**src/hw/rtl/sliding_window_median_assert.svh**
```systemverilog
// Assertion macros shared by the RTL. Empty under SYNTHESIS.
`ifndef SLIDING_WINDOW_MEDIAN_ASSERT_SVH
`define SLIDING_WINDOW_MEDIAN_ASSERT_SVH

`ifndef SYNTHESIS

// Check prop at every clock edge outside reset.
`define SWM_ASSERT(label, clk, rstn, prop, msg) \
    label: assert property (@(posedge clk) disable iff (!(rstn)) (prop)) else $error(msg);

// Check that cond never holds outside reset.
`define SWM_NEVER(label, clk, rstn, cond, msg) \
    label: assert property (@(posedge clk) disable iff (!(rstn)) !(cond)) else $error(msg);

`else

`define SWM_ASSERT(label, clk, rstn, prop, msg)
`define SWM_NEVER(label, clk, rstn, cond, msg)

`endif

`endif

```
**src/hw/rtl/swm_ram.sv**
```systemverilog
module swm_ram #(
    parameter int WIDTH = 32,
    parameter int DEPTH = 64
) (
    input  logic                             aclk,
    input  logic                             wr_en,
    input  logic [$clog2(DEPTH > 1 ? DEPTH : 2)-1:0] wr_addr,
    input  logic [WIDTH-1:0]                 wr_data,
    input  logic [$clog2(DEPTH > 1 ? DEPTH : 2)-1:0] rd_addr,
    output logic [WIDTH-1:0]                 rd_data
);

    logic [WIDTH-1:0] mem_reg [DEPTH];
    logic [WIDTH-1:0] rd_data_reg;

    always_ff @(posedge aclk) begin
        if (wr_en) begin
            mem_reg[wr_addr] <= wr_data;
        end
        rd_data_reg <= mem_reg[rd_addr];
    end

    assign rd_data = rd_data_reg;

endmodule

```
**config.mk**
```make
export PLATFORM = sky130hd
export DESIGN_NAME = swm_ram
export DESIGN_NICKNAME = d
export VERILOG_FILES = /design/src/hw/rtl/sliding_window_median_assert.svh /design/src/hw/rtl/swm_ram.sv
export SDC_FILE = /design/constraint.sdc
export NUM_CORES = 2
export LEC_CHECK = 0
export BUFFER_PORTS_ARGS = -buffer_cell sky130_fd_sc_hd__buf_2
export CAP_MARGIN = 20
export CORE_ASPECT_RATIO = 2
export CORE_MARGIN = 5
export CORE_UTILIZATION = 50
export CTS_CLUSTER_DIAMETER = 40
export DETAILED_ROUTE_END_ITERATION = 7
export PLACE_DENSITY = 0.61
export SYNTH_ARGS = -nofsm -noshare
export SYNTH_HDL_FRONTEND = slang
export SYNTH_SLANG_ARGS = --single-unit
```
**constraint.sdc**
```tcl
create_clock -name aclk -period 4.5 [get_ports aclk]
set_input_delay 0.45 -clock aclk [delete_from_list [all_inputs] [get_ports aclk]]
set_output_delay 0.45 -clock aclk [all_outputs]
set_load 0.005 [all_outputs]
```
# Yosys cells after proc, flatten, opt, wreduce, memory -nomap -nowiden
# Memory sizes are Yosys's and may differ from the RTL's. A register that Yosys moved wholly into a read port is not among the register bits.
# Cells that the tools add are included.
[totals]
word_cells = 3
ram_bits = 2048
reg_bits = 0
in_bits = 46
memories = 1
[memory_table]
columns = ["memory", "depth", "width", "read_ports", "rd_clocked_by_memory_dff", "write_ports", "line_no", "source"]
rows = [
  ["mem_reg", 64, 32, 1, 1, 1, "swm_ram.sv:13", "logic [WIDTH-1:0] mem_reg [DEPTH];"],
]
[classes]
muxes = 2
[op_table]
columns = ["op", "count"]
rows = [
  ["$mux W1", 2],
]

# Logic depth before layout (Yosys ltp)
[depth]
ltp_word = 2
ltp_mapped = 10
depth_no_buf = 5

# Worst setup path after synthesis
# No wires, ideal clock.
[synth_path]
kind = "input to register"
start = "input wr_addr[3] (netlist bit)"
end = "memory mem_reg[48][0], enable pin"
slack_ns = 0.890
arrival_time_ns = 3.149
cell_stages = 4
required_ns = 4.039
path_cell_list = "clkbuf_1 -> nor2b_1 -> nand4b_1 -> nor3_1"
[synth_lines]
columns = ["element", "line_no", "source"]
rows = [
  ["start: declaration", "swm_ram.sv:7", "input logic [$clog2(DEPTH > 1 ? DEPTH : 2)-1:0] wr_addr,"],
  ["end: declaration", "swm_ram.sv:13", ""],
]
# Straight into the memory's write port.

==> results.sh <==
export IMPL_port_buffers=77
export IMPL_cts_setup_buffers=0
export IMPL_path_max_fanout=50
export IMPL_ys_seq_elements=2080
export IMPL_core_area_um2=156000
export IMPL_area_growth_pct=13.0
export IMPL_finalSetupTns_ns=0
export IMPL_drtIter0Drc=4662
export IMPL_antenna_found_initial=22
export IMPL_grt_remaining_overflow=0
export IMPL_dp_cells=5488
export IMPL_grt_pass1_vias=38717
export IMPL_preCtsSetupSlack_ns=0.816
export IMPL_grt_max_degree=78
export IMPL_vdd_ir_drop_worst_v=0.000377
export IMPL_setup_viol=0
export IMPL_power_density_nw_per_um2=441
export IMPL_cts_tree="built"
export IMPL_cts_sinks=2080
export IMPL_final_nets=3646
export IMPL_slew_violations=0
export IMPL_grt_util_all_layers_pct=25.9
export IMPL_cts_root_buf="clkbuf_16"
export IMPL_drc=0
export IMPL_clock_power_share_pct=39.6
export IMPL_row_count=205
export IMPL_end_kind="flop"
export IMPL_clk_latency_ns=0.83
export IMPL_post_route_min_period_ns=2.93
export IMPL_vias=37026
export IMPL_largest_register_ff_count=2048
export IMPL_power_total_uw=39200
export IMPL_p_leak_uw=0.0276
export IMPL_hpwlAfterDp_um=131000
export IMPL_routed_via_density=6.37
export IMPL_ys_seq_area_share_pct=79.1
export IMPL_io_pins=78
export IMPL_instances_no_fill=5815
export IMPL_fin_crit_sh_pct=65.1
export IMPL_ctsHtreeMaxLevel=4
export IMPL_ys_warn_count=0
export IMPL_clock_fmax_mhz=341
export IMPL_firstDrtPassIters=8
export IMPL_cts_buffers=179
export IMPL_fin_ws_ns=1.57
export IMPL_p_switching_uw=8320
export IMPL_synthCells=3324
export IMPL_crit_type="in -> reg"
export IMPL_clockBufferDepth=4
export IMPL_hold_violations=0
export IMPL_worstMarginPinSlew_ns=1.21
export IMPL_routed_wl_um=215000
export IMPL_drtAntennaViolNets=0
export IMPL_postCtsHoldBufs=1
export IMPL_start_kind="primary input"
export IMPL_crit_required_ns=5.22
export IMPL_min_delay_path_class="in -> reg"
export IMPL_p_int_uw=30800
export IMPL_status="finished clean"
export IMPL_wl_per_cell_um=37.0
export IMPL_grt_pass1_wl_um=301000
export IMPL_syn_avg_cell_area_um2=23.6
export IMPL_synth_nets=3370
export IMPL_seqPwrFrac_pct=55.0
export IMPL_drive_gt1_share_pct=30.6
export IMPL_max_slew_margin_rel_pct=19.1
export IMPL_p_comb_share_pct=5.5
export IMPL_rsz0062_at_grt="no"
export IMPL_clk_pin_slew_worst_paths_ns=0.07
export IMPL_die_area_um2=166000
export IMPL_crit_arrival_ns=3.65
export IMPL_die_x_um=290
export IMPL_p_sw_share_pct=21.2
export IMPL_die_h_um=570
export IMPL_synth_cell_types=34
export IMPL_ctsResizeCount=0
export IMPL_timing_max_cap_violations=0
export IMPL_synthesis_area_um2=78500
export IMPL_start_util_pct=50.3
export IMPL_fin_skew_ns=0.0505
export IMPL_place_congestion=0.878
layout by cell type, fill, tap and decap left out, types with 5 or more instances in the layout:
cell type / n
bufinv_16: 19
inv_6: 10
clkinvlp_4: 13
nand2b_1: 6
clkinv_2: 17
edfxtp_1: 2048
nand3b_1: 5
o22ai_1: 84
nor2b_1: 14
a21oi_1: 62
nor3_1: 5
clkinv_1: 35
buf_2: 72
nor2_1: 75
a311oi_1: 8
nor2_4: 62
mux2i_1: 93
buf_12: 23
buf_4: 177
clkbuf_16: 182
dfxtp_1: 32
clkbuf_8: 6
a22oi_1: 12
mux4_2: 544
clkbuf_1: 32
o221ai_1: 27
nand2_1: 26
diode_2: 7
nand3_1: 5
metrics by stage:
stage | utilization (%) | hold slack [ns] | instance area, um^2
final | 56.8 | 0.156 | 88700
after floorplan | - | 0.549 | 78500
after CTS | 56.8 | 0.103 | 88700
after detailed placement | 53.1 | 0.830 | 82900
after global placement | 53.0 | 0.810 | 82800
after global routing | 56.8 | 0.146 | 88700
cell type report:
class                   instances  area [um^2]
fillers                     11219        67500
flip-flops and latches       2080        62100
multi-input cells            1062        16000
clock buffers                 220         4760
well taps                    2070         2590
repair buffers                277         2220
clock inverters                99         1030
diodes                          7         17.5
worst max-delay path, stage by stage:
cell and delay (ns):
buf_4 0.62, buf_12 0.40, or3_1 0.37, o221ai_1 0.16, a21oi_1 0.95, a21oi_1 0.39, nor2_1 0.20
cells in the mapped netlist:
cell type     n  share of area (%)
nand4_1       2              0.016
buf_1        21               0.10
a31oi_1       1             0.0080
and3_1        4              0.032
or2_2         1             0.0080
nor3_1        7              0.045
o32ai_1       4              0.045
or2_1         1             0.0080
nand3b_1      5              0.048
nand3_1       5              0.032
nand2b_1      8              0.064
nor2_1      137               0.65
or3_1         3              0.024
dfxtp_1      32               0.82
edfxtp_1   2048                 78
mux4_2      544                 16
nand4b_1      1              0.011
buf_2        57               0.36
nand2_1      26               0.12
a21oi_1      62               0.40
mux2i_1      93                1.2
o22ai_1      84               0.67
buf_4        25               0.24
a311oi_1      8              0.089
or3b_1        2              0.022
and2_1        2              0.016
buf_6         5              0.072
a41o_1        4              0.051
or3b_2        3              0.033
or2_0         1             0.0080
a22oi_1      12               0.11
o221ai_1     27               0.30
clkbuf_1     74               0.35
nor2b_1      15               0.12
path summary, 6_finish.rpt:
| kind | slack [ns] | cells past startpoint | start | endpoint |
|---|---|---|---|---|
| max | 1.57 | 7 | rd_addr[3] | rd_data[31] |
| min | 0.16 | 1 | wr_data[3] | mem_reg[26][3] |
| max reg2reg | 2.08 | 5 | mem_reg[63][18] | rd_data[18] |
| min reg2reg | 0.84 | 4 | mem_reg[12][20] | rd_data[20] |
power groups by stage:
stage / Clock [uW] / Sequential (uW) / Combinational [uW]
2_1_floorplan: 0 / 21900 / 1040
3_3_place_gp: 0 / 22000 / 2130
3_5_place_dp: 0 / 22000 / 2170
4_1_cts: 15700 / 21500 / 2170
5_1_grt: 16500 / 21500 / 2230
6_report: 15500 / 21500 / 2140
kinds of logic after synthesis:
group | Yosys count | share of synthesized area (%)
buf+inv | 182 | 1.13
simple gates | 223 | 1.27
flops | 2080 | 79.1
compound gates | 202 | 1.67
mux | 637 | 16.8
per-layer routing:
metal  track usage (%)  part of all wire [%]  up-vias
li1                  -                     -    14784
met1              30.6                    33    20183
met2              47.0                    54     1676
met3              3.27                   6.6      375
met4              12.9                   6.0        8
met5                 0                 0.024        -
No activity file was read; power rests on OpenSTA's default activity.
