`src/hw/rtl/sliding_window_median_assert.svh`:
```
// Assertion macros shared by the RTL. Empty under SYNTHESIS.
`ifndef SLIDING_WINDOW_MEDIAN_ASSERT_SVH
`define SLIDING_WINDOW_MEDIAN_ASSERT_SVH

`ifndef SYNTHESIS

// Check prop at every clock edge outside reset.
`define SWM_ASSERT(label, clk, rstn, prop, msg) \
    label: assert property (@(posedge clk) disable iff (!(rstn)) (prop)) else $error(msg);

// Check that cond never holds outside reset.
`define SWM_NEVER(label, clk, rstn, cond, msg) \
    label: assert property (@(posedge clk) disable iff (!(rstn)) !(cond)) else $error(msg);

`else

`define SWM_ASSERT(label, clk, rstn, prop, msg)
`define SWM_NEVER(label, clk, rstn, cond, msg)

`endif

`endif

```
`src/hw/rtl/swm_pkg.sv`:
```
package swm_pkg;

    // Width of the window length config word (cfg_data).
    localparam int CFG_BITS = 7;

    // Result queue depth.
    localparam int OFIFO_DEPTH = 4;
    localparam int OFIFO_CNT_W = 3;
    localparam int OFIFO_PTR_W = 2;

    // Fan-in of the first level of the median select tree.
    localparam int SEL_GROUP = 8;

    // Broadcast to every cell for one transaction.
    typedef struct packed {
        logic adv;   // a sample is accepted this cycle
        logic full;  // window full: drop the oldest sample
        logic le;    // full, and oldest sample <= new sample
    } cell_ctl_t;

    // Per-cell position flags handed to the neighbors.
    typedef struct packed {
        logic a;     // cell lies below the evicted entry
        logic b;     // cell lies below the insertion point
    } cell_flag_t;

endpackage

```
`src/hw/rtl/swm_cell.sv`:
```
module swm_cell #(
    parameter int SAMPLE_BITS = 32,
    parameter int CNT_W       = 7,
    parameter int INDEX       = 0
) (
    input  logic                          aclk,
    input  swm_pkg::cell_ctl_t            ctl,
    input  logic [CNT_W-1:0]              fill,
    input  logic signed [SAMPLE_BITS-1:0] sample,
    input  logic signed [SAMPLE_BITS-1:0] oldest,
    input  logic signed [SAMPLE_BITS-1:0] left_val,
    input  swm_pkg::cell_flag_t           left_flg,
    input  logic signed [SAMPLE_BITS-1:0] right_val,
    input  swm_pkg::cell_flag_t           right_flg,
    output logic signed [SAMPLE_BITS-1:0] val,
    output swm_pkg::cell_flag_t           flg
);

    import swm_pkg::*;

    logic signed [SAMPLE_BITS-1:0] val_reg;
    logic signed [SAMPLE_BITS-1:0] val_next;
    logic                          occupied;

    assign occupied = fill > CNT_W'(INDEX);

    always_comb begin
        flg.a = occupied & (!ctl.full | (val_reg < oldest));
        flg.b = occupied & (val_reg <= sample);
    end

    // Remove the evicted entry and insert the new sample in one move:
    // each cell keeps its value, takes a neighbor's, or takes the sample.
    always_comb begin
        val_next = val_reg;
        if (ctl.le) begin
            if (flg.a) begin
                val_next = val_reg;
            end else if (right_flg.b) begin
                val_next = right_val;
            end else if (flg.b) begin
                val_next = sample;
            end
        end else begin
            if (flg.b) begin
                val_next = val_reg;
            end else if (left_flg.b) begin
                val_next = sample;
            end else if (left_flg.a) begin
                val_next = left_val;
            end
        end
    end

    always_ff @(posedge aclk) begin
        if (ctl.adv) begin
            val_reg <= val_next;
        end
    end

    assign val = val_reg;

endmodule

```
`config.mk`:
```
export PLATFORM = sky130hd
export DESIGN_NAME = swm_cell
export DESIGN_NICKNAME = d
export VERILOG_FILES = /design/src/hw/rtl/sliding_window_median_assert.svh /design/src/hw/rtl/swm_pkg.sv /design/src/hw/rtl/swm_cell.sv
export SDC_FILE = /design/constraint.sdc
export NUM_CORES = 1
export LEC_CHECK = 0
export BUFFER_PORTS_ARGS = -buffer_cell sky130_fd_sc_hd__buf_2
export CORE_MARGIN = 1.5
export CORE_UTILIZATION = 46
export CTS_CLUSTER_SIZE = 16
export DETAILED_ROUTE_END_ITERATION = 10
export PLACE_DENSITY_LB_ADDON = 0.05
export SLEW_MARGIN = 10
export SYNTH_ARGS = -nofsm -noshare
export SYNTH_HDL_FRONTEND = slang
export SYNTH_SLANG_ARGS = --single-unit
```
`constraint.sdc`:
```
create_clock -name aclk -period 5.1 [get_ports aclk]
set_input_delay 1.02 -clock aclk [delete_from_list [all_inputs] [get_ports aclk]]
set_output_delay 1.02 -clock aclk [all_outputs]
set_load 0.01 [all_outputs]
```
Yosys cells after proc, flatten, opt, wreduce, memory -nomap -nowiden
Cells that the tools add are included.
- register bits after elaboration: 32
- bits of input ports: 143
- output and inout bits: 34
- logic and storage cells: 20
- magnitude comparators: 3
- equality and inequality tests: 3
- mux-type cells: 7
- bitwise logic cells: 3
- reduce and logical (&&, ||, !) cells: 3
- operator list (kind ; number):
    $mux 32 ; 7
    $le 32x32->1 ; 1
    $lt 32x32->1 ; 1
    $gt 7x1->1 const B ; 1
    $reduce_and 5->1 ; 1
    $ne 2x2->1 const B ; 2
    $ne 3x1->1 const B ; 1
    $reduce_bool 3->1 ; 1
    $and 1x1->1 ; 2
    $logic_not 1->1 ; 1
    $or 1x1->1 ; 1

Longest topological paths before layout
- word-level depth: 6
- depth in mapped cells: 9
- depth with buffers taken out: 9

Least setup slack after synthesis
OpenSTA, ideal clock, no wires.
- path kind: in2reg
- from: input sample[10]
- to: register val_reg[0], in the netlist val[0], enable pin
- library setup time: 0.433 ns
- arrival time: 4.310 ns
- data required time: 4.667 ns
- slack: 0.357 ns
- stages on the path: 8
- buffers on the path: 0
- cells stage by stage: inv_1 > ha_1 > nand4_1 > or3_1 > o221a_1 > o311a_1 > o31a_1 > o22ai_1
- RTL lines (item ; RTL line ; source):
    start, declared ; swm_cell.sv:9 ; input logic signed [SAMPLE_BITS-1:0] sample,
    end signal, assigned ; swm_cell.sv:57 ; val_reg <= val_next;
    end, declared ; swm_cell.sv:21 ; logic signed [SAMPLE_BITS-1:0] val_reg;

==> impl_metrics.env <==
export IMPL_final_period_utilization_pct=80.9
export IMPL_hold_buf_count_cts=0
export IMPL_synth_edf_count=32
export IMPL_initial_core_util_pct=47.6
export IMPL_clock_power_share_pct=22.6
export IMPL_place_inst=626
export IMPL_clkSlewWorstSetupHoldPaths_ns=0.07
export IMPL_timing_critical_path_max_delay_family="compound AO/OA/AOI/OAI gates"
export IMPL_drtAntennaViolNets=0
export IMPL_syn_inst=364
export IMPL_power_density_nw_per_um2=188
export IMPL_clock_latency_ns=0.28
export IMPL_grt_first_pass_wirelength_um=14300
export IMPL_routed_wl_um=9160
export IMPL_kind_of_start_point_of_the_critical_path="input port"
export IMPL_worstPathBufferInverterCount=3
export IMPL_grt_met1_usage_pct=29.1
export IMPL_p_leak_nw=2.38
export IMPL_io_pin_count=177
export IMPL_warnings_synthesis=0
export IMPL_power_share_combinational_pct=36.5
export IMPL_synth_largest_area_cell="edfxtp_1"
export IMPL_ys_types=41
export IMPL_tritoncts_num_buffers=5
export IMPL_leading_cell_types_by_count_after_synthesis="inv_1 (97), ha_1 (63), edfxtp_1 (32), a21oi_1 (28), a222oi_1 (27)"
export IMPL_coreArea_um2=6830
export IMPL_fmax_mhz=242
export IMPL_globalRouteMet3Util_pct=3.32
export IMPL_arithmetic_cell_share_of_the_synthesized_area_counting_full_adders_half_adders_and_majority_gates_pct=24.2
export IMPL_run_status="complete, no violations"
export IMPL_final_core_utilization_pct=63.5
export IMPL_setup_viol=0
export IMPL_io_buffers=175
export IMPL_parity_gate_share_of_the_synthesized_area_counting_xor_and_xnor_cells_pct=0
export IMPL_seqPwrFrac_pct=40.9
export IMPL_detailed_place_hpwl_um=7410
export IMPL_grt_util_all_layers_pct=24.0
export IMPL_timing_critical_path_to_type="output pin"
export IMPL_die_h_um=87.1
export IMPL_critPathMaxStageDelay_ns=0.42
export IMPL_synth_simple_gate_area_share_pct=11.1
export IMPL_vias_per_cell=5.35
export IMPL_antenna_found_initial=0
export IMPL_multi_input_area_um2=1910
export IMPL_slew_violations=0
export IMPL_setup_tns_ns=0
export IMPL_arrival_ns=3.11
export IMPL_worst_setup_path_type="input port to output pin"
export IMPL_dominantRegCellSynth="edfxtp_1"
export IMPL_rsz0062_at_grt="false"
export IMPL_p_int_mw=0.549
export IMPL_fin_total_pwr_mw=0.816
export IMPL_relSlewSlack_pct=23.7
export IMPL_cts_max_level=2
export IMPL_ys_seq_area_share_pct=29.6
export IMPL_chipWidth_um=87.1
export IMPL_p_switching_mw=0.267
export IMPL_fillerInstances=613
export IMPL_floorplan_rows=30
export IMPL_worstHoldPathType="input port to register"
export IMPL_fin_nets=743
export IMPL_max_cap_violations=0
export IMPL_area_delta_synth_final_pct=33.4
export IMPL_clock_tree_buffer_depth=2
export IMPL_num_vias=3384
export IMPL_detailedRoute_firstIterationViolations=205
export IMPL_synth_top_family_by_area="adder cells"
export IMPL_cp_data_required_time_ns=4.08
export IMPL_busiest_layer="met2"
export IMPL_globalRouteMet2Util_pct=44.4
export IMPL_timing_clock_skew_ns=0.0106
export IMPL_synth_top_cells_by_area="edfxtp_1 (30%), ha_1 (24%), inv_1 (11%)"
export IMPL_die_area_um2=7580
export IMPL_worstMarginPinSlew_ns=1.15
export IMPL_grt_overflow_total=0
export IMPL_period_needed_ns=4.13
export IMPL_post_cts_resized=0
export IMPL_timing_critical_path_cells="buf_2, inv_1, ha_1, nand4_1, or3_1, o221a_1, o311a_1, o31a_1, buf_2"
export IMPL_synth_mux_area_fraction_pct=1.23
export IMPL_crit_path_max_delay_cell_type="or3_1"
export IMPL_synth_nets=570
export IMPL_sw_frac_of_total_pct=32.7
export IMPL_grt_start_max_net_pins=30
export IMPL_final_layout_size_suffix_gt1_share_pct=35.0
export IMPL_post_cts_setup_buffer_count=0
export IMPL_gp_routability_congestion=0.828
export IMPL_largest_reg_flops=32
export IMPL_tritoncts="done"
export IMPL_path_max_fanout=3
export IMPL_firstDrtPassIters=6
export IMPL_clock_sink_count=32
export IMPL_routedWlPerCell_um=14.5
export IMPL_grt_pass1_vias=3210
export IMPL_final_hold_viol_count=0
export IMPL_final_cells=633
export IMPL_synthMostInstantiatedCell="inv_1"
export IMPL_ys_ff_latch=32
export IMPL_synth_async_sr_flop_share_pct=0
export IMPL_avgSynthCellArea_um2=8.93
export IMPL_route_detailed_drc=0
export IMPL_vdd_ir_drop_max_v=0.000119
export IMPL_crit_path_frequent_cell="buf_2"
export IMPL_cts_root_buf="clkbuf_8"
export IMPL_synth_top_cell_area_share_pct=29.6
export IMPL_insertedDiodeCount=0
export IMPL_synth_compound_area_share_pct=21.4
export IMPL_layout_area_seq_um2=961
export IMPL_synth_cell_area_um2=3250
tightest hold or removal path: stages:
cell and delay (ns):
buf_2 0.08, a222oi_1 0.05, inv_1 0.05
cells by family (layout without fill, tap and decap cells):
| logic type | Yosys count | after routing |
|---|---|---|
| simple gates | 65 | 65 |
| mux | 4 | 4 |
| fa+ha+maj | 63 | 63 |
| buf+inv | 108 | 281 |
| flops | 32 | 32 |
| compound gates | 92 | 92 |
layout by cell type, fill, tap and decap left out, types with 2 or more instances in the layout:
cell       count
clkinv_1       2
nand4_1       11
a211oi_1       4
nor2_1         5
nand2b_1       3
nand3_1        7
a221o_1        2
a222oi_1      27
a221oi_1       3
a21oi_1       28
a21o_1         3
nor4_1         2
inv_1         97
and2_1         2
or3_1          2
a2111oi_0      2
o21a_1         3
o21ai_0        5
nor3_1         3
buf_2        175
edfxtp_1      32
nor2b_1        3
nand2_1       19
ha_1          63
and4_1         2
mux2i_1        3
o21ai_1        2
clkbuf_8       5
o211ai_1       4
metrics by stage:
step	setup slack [ns]	hold slack, ns	cell area [µm²]
detailed placement	0.991	1.31	4260
CTS	0.982	1.01	4340
global route	0.866	1.01	4340
finish	0.972	1.01	4340
global placement	0.993	1.30	4260
floorplan	0.357	1.20	3250
power groups by stage:
stage	Combinational (mW)	Clock [mW]	Sequential [mW]
finish	0.298	0.184	0.334
CTS	0.301	0.191	0.334
floorplan	0.164	0	0.345
detailed placement	0.299	0	0.339
global placement	0.290	0	0.339
global route	0.339	0.198	0.336
metal layers:
layer,share of wire (%),vias to the layer above
li1,-,1700
met1,42,1551
met2,51,125
met3,5.9,8
met4,1.2,0
met5,0,-
path summary, 6_finish.rpt:
| kind | start | end | slack (ns) | cells after the start |
|---|---|---|---|---|
| worst max-delay path | sample[7] | flg[0] | 0.97 | 9 |
| worst min-delay path | right_val[4] | val[4] | 1.01 | 3 |
| worst max register to register | val[7] | val[24] | 1.75 | 8 |
| worst min register to register | val[31] | val[13] | 1.43 | 4 |
area by class of cell:
cell class              instances  share of cell area, %
clock buffers                   5                   1.59
multi-input cells             224                   44.1
flip-flops and latches         32                   22.2
repair buffers                177                   20.8
inverters                      97                   8.39
clock inverters                 2                  0.173
well taps                      96                   2.77
Note: power is estimated with default switching activity, not from simulation.
