`config.mk`:
```
export PLATFORM = sky130hd
export DESIGN_NAME = swm_out_fifo
export DESIGN_NICKNAME = d
export VERILOG_FILES = /design/src/hw/rtl/sliding_window_median_assert.svh /design/src/hw/rtl/swm_pkg.sv /design/src/hw/rtl/swm_out_fifo.sv
export SDC_FILE = /design/constraint.sdc
export NUM_CORES = 1
export LEC_CHECK = 0
export ABC_CLOCK_PERIOD_IN_PS = 2500
export BUFFER_PORTS_ARGS = -buffer_cell sky130_fd_sc_hd__buf_2
export CORE_AREA = 2 2 105 107
export CTS_BUF_LIST = sky130_fd_sc_hd__clkbuf_4 sky130_fd_sc_hd__clkbuf_8 sky130_fd_sc_hd__clkbuf_16
export CTS_CLUSTER_SIZE = 30
export DETAILED_ROUTE_END_ITERATION = 6
export DIE_AREA = 0 0 107 109
export PLACE_DENSITY = 0.7
export SLEW_MARGIN = 10
export SYNTH_ARGS = -nofsm -noshare
export SYNTH_HDL_FRONTEND = slang
export SYNTH_SLANG_ARGS = --single-unit
export TNS_END_PERCENT = 10
```
`constraint.sdc`:
```
create_clock -name aclk -period 2.5 [get_ports aclk]
set_input_delay 0 -clock aclk [delete_from_list [all_inputs] [get_ports aclk]]
set_output_delay 0 -clock aclk [all_outputs]
set_load 0.02 [all_outputs]
```
`src/hw/rtl/sliding_window_median_assert.svh`:
```
// Assertion macros shared by the RTL. Empty under SYNTHESIS.
`ifndef SLIDING_WINDOW_MEDIAN_ASSERT_SVH
`define SLIDING_WINDOW_MEDIAN_ASSERT_SVH

`ifndef SYNTHESIS

// Check prop at every clock edge outside reset.
`define SWM_ASSERT(label, clk, rstn, prop, msg) \
    label: assert property (@(posedge clk) disable iff (!(rstn)) (prop)) else $error(msg);

// Check that cond never holds outside reset.
`define SWM_NEVER(label, clk, rstn, cond, msg) \
    label: assert property (@(posedge clk) disable iff (!(rstn)) !(cond)) else $error(msg);

`else

`define SWM_ASSERT(label, clk, rstn, prop, msg)
`define SWM_NEVER(label, clk, rstn, cond, msg)

`endif

`endif

```
`src/hw/rtl/swm_pkg.sv`:
```
package swm_pkg;

    // Width of the window length config word (cfg_data).
    localparam int CFG_BITS = 7;

    // Result queue depth.
    localparam int OFIFO_DEPTH = 4;
    localparam int OFIFO_CNT_W = 3;
    localparam int OFIFO_PTR_W = 2;

    // Fan-in of the first level of the median select tree.
    localparam int SEL_GROUP = 8;

    // Broadcast to every cell for one transaction.
    typedef struct packed {
        logic adv;   // a sample is accepted this cycle
        logic full;  // window full: drop the oldest sample
        logic le;    // full, and oldest sample <= new sample
    } cell_ctl_t;

    // Per-cell position flags handed to the neighbors.
    typedef struct packed {
        logic a;     // cell lies below the evicted entry
        logic b;     // cell lies below the insertion point
    } cell_flag_t;

endpackage

```
`src/hw/rtl/swm_out_fifo.sv`:
```
module swm_out_fifo #(
    parameter int WIDTH = 32
) (
    input  logic                               aclk,
    input  logic                               aresetn,
    input  logic                               push,
    input  logic [WIDTH-1:0]                   push_data,
    output logic                               m_valid,
    input  logic                               m_ready,
    output logic [WIDTH-1:0]                   m_data,
    output logic [swm_pkg::OFIFO_CNT_W-1:0]    count
);

    import swm_pkg::*;

    logic [WIDTH-1:0]       mem_reg [OFIFO_DEPTH];
    logic [OFIFO_PTR_W-1:0] wr_ptr_reg;
    logic [OFIFO_PTR_W-1:0] wr_ptr_next;
    logic [OFIFO_PTR_W-1:0] rd_ptr_reg;
    logic [OFIFO_PTR_W-1:0] rd_ptr_next;
    logic [OFIFO_CNT_W-1:0] cnt_reg;
    logic [OFIFO_CNT_W-1:0] cnt_next;
    logic                   pop;

    assign pop     = m_valid & m_ready;
    assign m_valid = cnt_reg != '0;
    assign m_data  = mem_reg[rd_ptr_reg];
    assign count   = cnt_reg;

    always_comb begin
        wr_ptr_next = push ? OFIFO_PTR_W'(wr_ptr_reg + 1'b1) : wr_ptr_reg;
        rd_ptr_next = pop  ? OFIFO_PTR_W'(rd_ptr_reg + 1'b1) : rd_ptr_reg;
        cnt_next    = cnt_reg;
        if (push && !pop) begin
            cnt_next = OFIFO_CNT_W'(cnt_reg + 1'b1);
        end else if (!push && pop) begin
            cnt_next = OFIFO_CNT_W'(cnt_reg - 1'b1);
        end
    end

    always_ff @(posedge aclk) begin
        if (!aresetn) begin
            wr_ptr_reg <= '0;
            rd_ptr_reg <= '0;
            cnt_reg    <= '0;
        end else begin
            wr_ptr_reg <= wr_ptr_next;
            rd_ptr_reg <= rd_ptr_next;
            cnt_reg    <= cnt_next;
        end
    end

    always_ff @(posedge aclk) begin
        if (push) begin
            mem_reg[wr_ptr_reg] <= push_data;
        end
    end

endmodule

```
# Word-level counts from Yosys, hierarchy flattened
# Memories as Yosys holds them, arrays and structs flattened. A register that Yosys moved wholly into a read port is not among the register bits.
# Cells that the tools add are included.
[op_classes] add_sub_neg=4 n_eq_ne=0 reduce_logical=6 div=0 bitwise_logic=1 mux=6 multipliers=0 magnitude_cmp=0 shift=0
[ops] op="2-to-1 mux 3 bit" n=2
[ops] op="adder 2 x 1 -> 2 bit, second input constant" n=2
[ops] op="2-to-1 mux 2 bit" n=2
[ops] op="adder 3 x 1 -> 3 bit, second input constant" n=1
[ops] op="nonzero test 3 bit" n=1
[ops] op="subtractor 3 x 1 -> 3 bit, second input constant" n=1
[ops] op="logical AND 1 bit" n=2
[ops] op="zero test 1 bit" n=2
[ops] op="2-to-1 mux 1 bit" n=2
[ops] op="nonzero test 2 bit" n=1
[ops] op="bitwise AND 1 bit" n=1
[word_totals] mem_bits_ro=0 ff_bits=7 mem_count=1 wordCells=21 ram_bits=128 latch_bits=0
[mem_list] name="mem_reg" depth=4 width=32 rd=1 rd_clocked_by_memory_dff=1 wr=1 line_no="swm_out_fifo.sv:16" text="logic [WIDTH-1:0] mem_reg [OFIFO_DEPTH];"

# Longest topological paths before layout
# Gate-level depths: netlist of the first run.
[logic_depth] depth_word=5 depth_mapped=7 ltp_nobuf=7

# Worst setup path before layout of the first run
# OpenSTA, ideal clock, no wires.
[synth_path] path_type="register -> register" from="register cnt_reg[1], in the netlist count[1]" to="register cnt_reg[2], in the netlist count[2]" arrival_time_ns=1.944 path_slack_ns=0.481 path_stages_with_launch=8 setup_ns=0.076 t_required_ns=2.424 synth_period_minus_slack_ns=2.019 path_cell_list="dfxtp_1 -> o31ai_4 -> ha_1 -> inv_1 -> fa_1 -> xor2_1 -> or3_1 -> a21boi_0"
[synth_via] elab_chain_cells=5 elab_cells_between_ends=10 cone_classes="add/sub (2); mux (2); bitwise (1); reduce/logical (5)"
[synth_lines] element="start, declared" line_no="swm_out_fifo.sv:21" text="logic [OFIFO_CNT_W-1:0] cnt_reg;"
[synth_lines] element="start signal, assigned" line_no="swm_out_fifo.sv:49" text="cnt_reg <= cnt_next;"
[synth_lines] element="parallel branches: the longest is 5 deep, another holds subtractor 3 x 1 -> 3 bit"
# Several ways; the timed one is not identified. The select of a mux whose other input is x is not followed.
# A chain may end at the register's enable or synchronous reset.

==> results of run 1 <==
synth_stat cells:
library cell,number,area share (%)
xnor2_1,3,0.51
o21ai_0,1,0.098
or3_1,2,0.24
buf_2,3,0.29
ha_1,5,1.2
buf_12,3,1.2
fa_1,1,0.39
and2_1,9,1.1
mux2i_1,2,0.39
mux4_2,30,13
edfxtp_1,128,75
dfxtp_1,9,3.5
o311ai_2,1,0.32
mux4_1,2,1.0
xor2_1,2,0.34
buf_6,1,0.22
o31ai_4,1,0.41
a21boi_0,1,0.15
inv_1,3,0.22
nor2b_1,2,0.24
layer usage:
layer | vias to the layer above | share of wire (%) | GRT usage, %
met1 | 1233 | 44 | 19.6
li1 | 1129 | - | -
met5 | - | 0 | 0
met4 | 0 | 2.0 | 8.26
met2 | 68 | 50 | 26.4
met3 | 17 | 4.0 | 5.02
power groups by stage:
stage,clock (W),sequential [W],combinational (W)
after floorplan,0,0.00279,0.00113
after global placement,0,0.00281,0.00142
after detailed placement,0,0.00282,0.00143
after CTS,0.00238,0.00277,0.00148
after global routing,0.00248,0.00278,0.00155
final,0.00233,0.00276,0.00144
cell families after synthesis:
| group | Yosys count | share of synthesized area, % |
|---|---|---|
| flip-flops | 137 | 78.5 |
| buffers and inverters | 10 | 1.90 |
| adder cells (fa/ha/maj) | 6 | 1.61 |
| AND/OR/NAND/NOR | 13 | 1.59 |
| XOR/XNOR | 5 | 0.854 |
| multiplexers | 34 | 14.6 |
| AO/OA/AOI/OAI | 4 | 0.976 |
cell type report:
| type | count | share of cell area (%) |
|---|---|---|
| Tap cell | 140 | 2.66 |
| Multi-Input combinational cell | 62 | 15.3 |
| Inverter | 3 | 0.171 |
| Sequential cell | 137 | 61.1 |
| Clock inverter | 12 | 1.90 |
| Timing Repair Buffer | 113 | 12.3 |
| Clock buffer | 20 | 6.62 |
final timing paths:
path / start / end / slack [ps] / cells past startpoint
min: push_data[1] / mem_reg[0][1]$_DFFE_PP_ / 230 / 2
max: register / m_data[29] / 360 / 3
max reg2reg: count[1]$_SDFFE_PN0P_ / count[2]$_SDFFE_PN0P_ / 450 / 7
min reg2reg: wr_ptr_reg[1]$_SDFFE_PN0P_ / wr_ptr_reg[1]$_SDFFE_PN0P_ / 560 / 2
stage by stage:
step	utilization [%]	total power [W]	hold slack, ps
2_1_floorplan	-	0.00391	98.9
6_report	62.2	0.00654	227
3_5_place_dp	53.6	0.00425	217
4_1_cts	62.2	0.00663	207
5_1_grt	62.2	0.00681	223
3_3_place_gp	53.6	0.00423	213
==> results.sh, run 1 <==
export IMPL_synth_cell_type_count=20
export IMPL_crit_family="multiplexers"
export IMPL_ant_nets=0
export IMPL_rsz0062_at_grt="false"
export IMPL_vias=2447
export IMPL_antenna_found_initial=0
export IMPL_power_density_nw_per_um2=992
export IMPL_setup_tns_final_ps=0
export IMPL_crit_slowest_cell="mux4_1"
export IMPL_cts_htree_levels=4
export IMPL_multi_input_area_um2=1010
export IMPL_worstHoldPathType="in2reg"
export IMPL_cts_tree="built"
export IMPL_grt_pass1_wl_um=13300
export IMPL_core_um2=10600
export IMPL_firstDrtPassIters=4
export IMPL_p_comb_share_pct=22.1
export IMPL_drt_iter0_drc=129
export IMPL_seqCellArea_um2=4030
export IMPL_ys_seq_area_share_pct=78.5
export IMPL_power_internal_w=0.00479
export IMPL_overflow=0
export IMPL_final_common_cell="edfxtp_1"
export IMPL_crit_chain="buf_4 -> mux4_1 -> buf_2"
export IMPL_rows=38
export IMPL_track_usage_pct=16.2
export IMPL_tightest_slew_ps=372
export IMPL_setup_ws_ps=361
export IMPL_synthCells=209
export IMPL_dp_cells=420
export IMPL_chipHeight_um=109
export IMPL_largest_reg_flops=128
export IMPL_cts_buffer_depth=2
export IMPL_netlist_area_um2=5130
export IMPL_post_route_drc_count=0
export IMPL_grt_max_degree=22
export IMPL_globalplace_congestion=0.651
export IMPL_synth_nets=251
export IMPL_cap_violations=0
export IMPL_die_area_um2=11700
export IMPL_layout_cells_non_filler=487
export IMPL_wl_um=8460
export IMPL_p_seq_share_pct=42.3
export IMPL_area_growth_pct=28.6
export IMPL_switching_share_pct=26.8
export IMPL_cts_root_buffer="clkbuf_8"
export IMPL_nets=376
export IMPL_critPathBufInv=2
export IMPL_avgSynthCellArea_um2=24.5
export IMPL_setup_viol=0
export IMPL_die_w_um=107
export IMPL_num_fill_cells=738
export IMPL_worstPathArrival_ps=2140
export IMPL_fin_skew_ps=6.63
export IMPL_cts_sinks=137
export IMPL_maxSlewViolCount=0
export IMPL_io_pins=72
export IMPL_ys_warn_count=0
export IMPL_dp_hpwl_um=5040
export IMPL_crit_type="reg2out"
export IMPL_cts_buffers=17
export IMPL_cp_slowest_stage_delay_ps=620
export IMPL_initial_core_util_pct=48.4
export IMPL_slew_headroom_pct=75.2
export IMPL_p_clk_share_pct=35.7
export IMPL_clock_latency_ps=520
export IMPL_endpoint_kind="output pin"
export IMPL_postCtsSetupBuffers=0
export IMPL_hold_viol=0
export IMPL_cp_max_fo=17
export IMPL_power_switching_w=0.00175
export IMPL_dp_slack_ps=453
export IMPL_period_minus_slack_ps=2140
export IMPL_final_cell_area_um2=6590
export IMPL_clk_pin_slew_worst_paths_ps=60
export IMPL_drive_gt1_share_pct=42.4
export IMPL_start_kind="register"
export IMPL_final_cell_mix="edfxtp_1, buf_2, dlygate4sd3_1"
export IMPL_dpl_instance_area_um2=5680
export IMPL_port_buffers=71
export IMPL_crit_required_ps=2500
export IMPL_ctsResizeCount=0
export IMPL_yosys_register_bits=137
export IMPL_status="complete, no violations"
export IMPL_cts_hold_buffers=35
export IMPL_cellLeakagePower_nw=2.31
export IMPL_first_global_vias=2614
export IMPL_antennaDiodeCount=0
export IMPL_wire_per_inst_um=17.4
export IMPL_layout_worst_path_cycle_share_pct=85.6
export IMPL_max_freq_mhz=467
export IMPL_drt_vias_per_instance=5.02
export IMPL_irDropWorstVdd_v=0.000445
(Power assumes the default switching activity.)
==> inputs of run 2 (changes only) <==
--- a/config.mk
+++ b/config.mk
@@ -5,13 +5,14 @@
 export SDC_FILE = /design/constraint.sdc
 export NUM_CORES = 1
 export LEC_CHECK = 0
+export ABC_AREA = 1
 export ABC_CLOCK_PERIOD_IN_PS = 2500
 export BUFFER_PORTS_ARGS = -buffer_cell sky130_fd_sc_hd__buf_2
-export CORE_AREA = 2 2 105 107
+export CORE_AREA = 2 2 106 108
 export CTS_BUF_LIST = sky130_fd_sc_hd__clkbuf_4 sky130_fd_sc_hd__clkbuf_8 sky130_fd_sc_hd__clkbuf_16
 export CTS_CLUSTER_SIZE = 30
 export DETAILED_ROUTE_END_ITERATION = 6
-export DIE_AREA = 0 0 107 109
+export DIE_AREA = 0 0 108 110
 export PLACE_DENSITY = 0.7
 export SLEW_MARGIN = 10
 export SYNTH_ARGS = -nofsm -noshare
==> run 2 against run 1 <==
  * Setup slack got worse by 80 ps
  * Final cell count increased by 31%
  * Clock power increased by 2%
  * First-iteration DRC count increased by 78%
  * Sequential power about the same
  * Global-route usage increased by 2.3 points
  * Critical endpoint is now m_data[23]
  * Largest cell class unchanged
==> results.sh, run 2 <==
export IMPL_largest_reg_flops=128
export IMPL_area_growth_pct=26.2
export IMPL_post_route_drc_count=0
export IMPL_hold_viol=0
export IMPL_cts_htree_levels=4
export IMPL_fin_skew_ps=6.10
export IMPL_clk_pin_slew_worst_paths_ps=60
export IMPL_worstPathArrival_ps=2220
export IMPL_ant_nets=0
export IMPL_rsz0062_at_grt="false"
export IMPL_final_common_cell="edfxtp_1"
export IMPL_tightest_slew_ps=675
export IMPL_maxSlewViolCount=0
export IMPL_die_w_um=108
export IMPL_cts_root_buffer="clkbuf_8"
export IMPL_cts_buffers=17
export IMPL_r2r_setup_slack_ps=660
export IMPL_antenna_found_initial=0
export IMPL_ctsResizeCount=0
export IMPL_wire_per_inst_um=16.2
export IMPL_track_usage_pct=18.5
export IMPL_first_global_vias=3356
export IMPL_wl_um=10400
export IMPL_postCtsSetupBuffers=0
export IMPL_cp_max_fo=33
export IMPL_rows=38
export IMPL_synth_top_area_share_pct=73.4
export IMPL_final_cell_mix="edfxtp_1, buf_2, nor2_1"
export IMPL_power_density_nw_per_um2=1000
export IMPL_dp_cells=573
export IMPL_io_pins=72
export IMPL_drt_vias_per_instance=5.19
export IMPL_crit_type="reg2out"
export IMPL_synth_flop_cell="edfxtp_1"
export IMPL_port_buffers=71
export IMPL_setup_tns_final_ps=0
export IMPL_setup_ws_ps=281
export IMPL_synth_edf_count=128
export IMPL_dp_slack_ps=656
export IMPL_yosys_top_cells_area="edfxtp_1, nor2_1, o22ai_1"
export IMPL_layout_worst_path_cycle_share_pct=88.8
export IMPL_crit_required_ps=2500
export IMPL_irDropWorstVdd_v=0.000519
export IMPL_chipHeight_um=110
export IMPL_cts_buffer_depth=2
export IMPL_yosys_top_cells_count="edfxtp_1, nor2_1, o21ai_0"
export IMPL_dpl_instance_area_um2=5680
export IMPL_initial_core_util_pct=48.9
export IMPL_setup_viol=0
export IMPL_overflow=0
export IMPL_core_um2=10700
export IMPL_nets=529
export IMPL_cts_tree="built"
export IMPL_layout_cells_non_filler=640
export IMPL_yosysMostFrequentCell="edfxtp_1"
export IMPL_status="complete, no violations"
export IMPL_avgSynthCellArea_um2=14.1
export IMPL_synth_nets=413
export IMPL_netlist_area_um2=5240
export IMPL_firstDrtPassIters=4
export IMPL_antennaDiodeCount=0
export IMPL_start_kind="register"
export IMPL_endpoint_kind="output pin"
export IMPL_ys_warn_count=0
export IMPL_dp_hpwl_um=6250
export IMPL_clock_latency_ps=520
export IMPL_drt_iter0_drc=230
export IMPL_final_cell_area_um2=6610
export IMPL_worstHoldPathType="in2reg"
export IMPL_yosys_register_bits=137
export IMPL_synth_cell_type_count=19
export IMPL_fin_hold_ws_ps=233
export IMPL_max_freq_mhz=451
export IMPL_drive_gt1_share_pct=23.2
export IMPL_cellLeakagePower_nw=2.43
export IMPL_grt_max_degree=65
export IMPL_vias=3323
export IMPL_yosysTopAreaCell="edfxtp_1"
export IMPL_cts_sinks=137
export IMPL_period_minus_slack_ps=2220
export IMPL_grt_pass1_wl_um=16300
export IMPL_die_area_um2=11900
export IMPL_cap_violations=0
export IMPL_slew_headroom_pct=55.0
export IMPL_cts_hold_buffers=35
export IMPL_synthArstFlopShare_pct=0
export IMPL_num_fill_cells=800
export IMPL_globalplace_congestion=0.767
export IMPL_ys_seq_area_share_pct=76.9
export IMPL_synthCells=371
## run 2: changes by cell type in the layout (fill, tap and decap cells not counted), moves of 7 or more
cell / previous run / this run
nor2_1: 0 / 70
o21ai_0: 1 / 39
o22ai_1: 0 / 32
mux4_2: 30 / 0
o21ai_1: 0 / 28
nand2_1: 0 / 15
buf_4: 3 / 10
inv_1: 3 / 10
## run 2: critical path: stages, from the launching register on
cell and delay (ps):
dfxtp_2 760, buf_4 310, o21ai_0 110, o22ai_1 280, buf_2 220
## run 2: metal layers
layer / vias up / global-route usage [%] / share of wire (%)
li1: 1609 / - / -
met3: 11 / 5.23 / 5.8
met1: 1614 / 22.7 / 43
met5: - / 0 / 0
met4: 0 / 6.04 / 0.94
met2: 89 / 32.0 / 50
## run 2: cells by family after synthesis
logic type | count (synthesis) | synth area share, %
DFF | 137 | 76.9
xor gates and xnor gates | 1 | 0.167
AOI/OAI and AO/OA | 104 | 10.7
and+or+nand+nor | 88 | 6.38
adders and majority gates | 6 | 1.58
buffers and inverters | 35 | 4.30
## run 2: final timing paths
check                             startpoint                       end  depth (start not counted)
setup / recovery                    register                m_data[23]                          4
hold / removal                  push_data[2]   mem_reg[0][2]$_DFFE_PP_                          2
setup reg to reg  wr_ptr_reg[0]$_SDFFE_PN0P_  mem_reg[2][21]$_DFFE_PP_                          5
hold reg to reg   rd_ptr_reg[0]$_SDFFE_PN0P_                  register                          2
## run 2: power breakdown
group	total, W	internal [W]	switching [W]	leakage (nW)
registers	0.00276	0.00264	0.000116	1.25
clock network	0.00237	0.00136	0.00101	0.278
logic	0.00149	0.000497	0.000997	0.897
total	0.00662	0.00450	0.00212	2.43
## run 2: area by class of cell
class	instances	area (um2)	share of cell area, %
Sequential cell	137	4030	60.9
Multi-Input combinational cell	199	986	14.9
Timing Repair Buffer	116	781	11.8
Clock buffer	17	414	6.27
Tap cell	140	175	2.65
Clock inverter	15	156	2.37
Inverter	16	67.6	1.02
## run 2: per-stage QoR
stage          power [W]  util [%]
5_1_grt          0.00693      61.7
3_5_place_dp     0.00426      53.1
3_3_place_gp     0.00422      53.1
2_1_floorplan    0.00385         -
6_report         0.00662      61.7
4_1_cts          0.00667      61.7
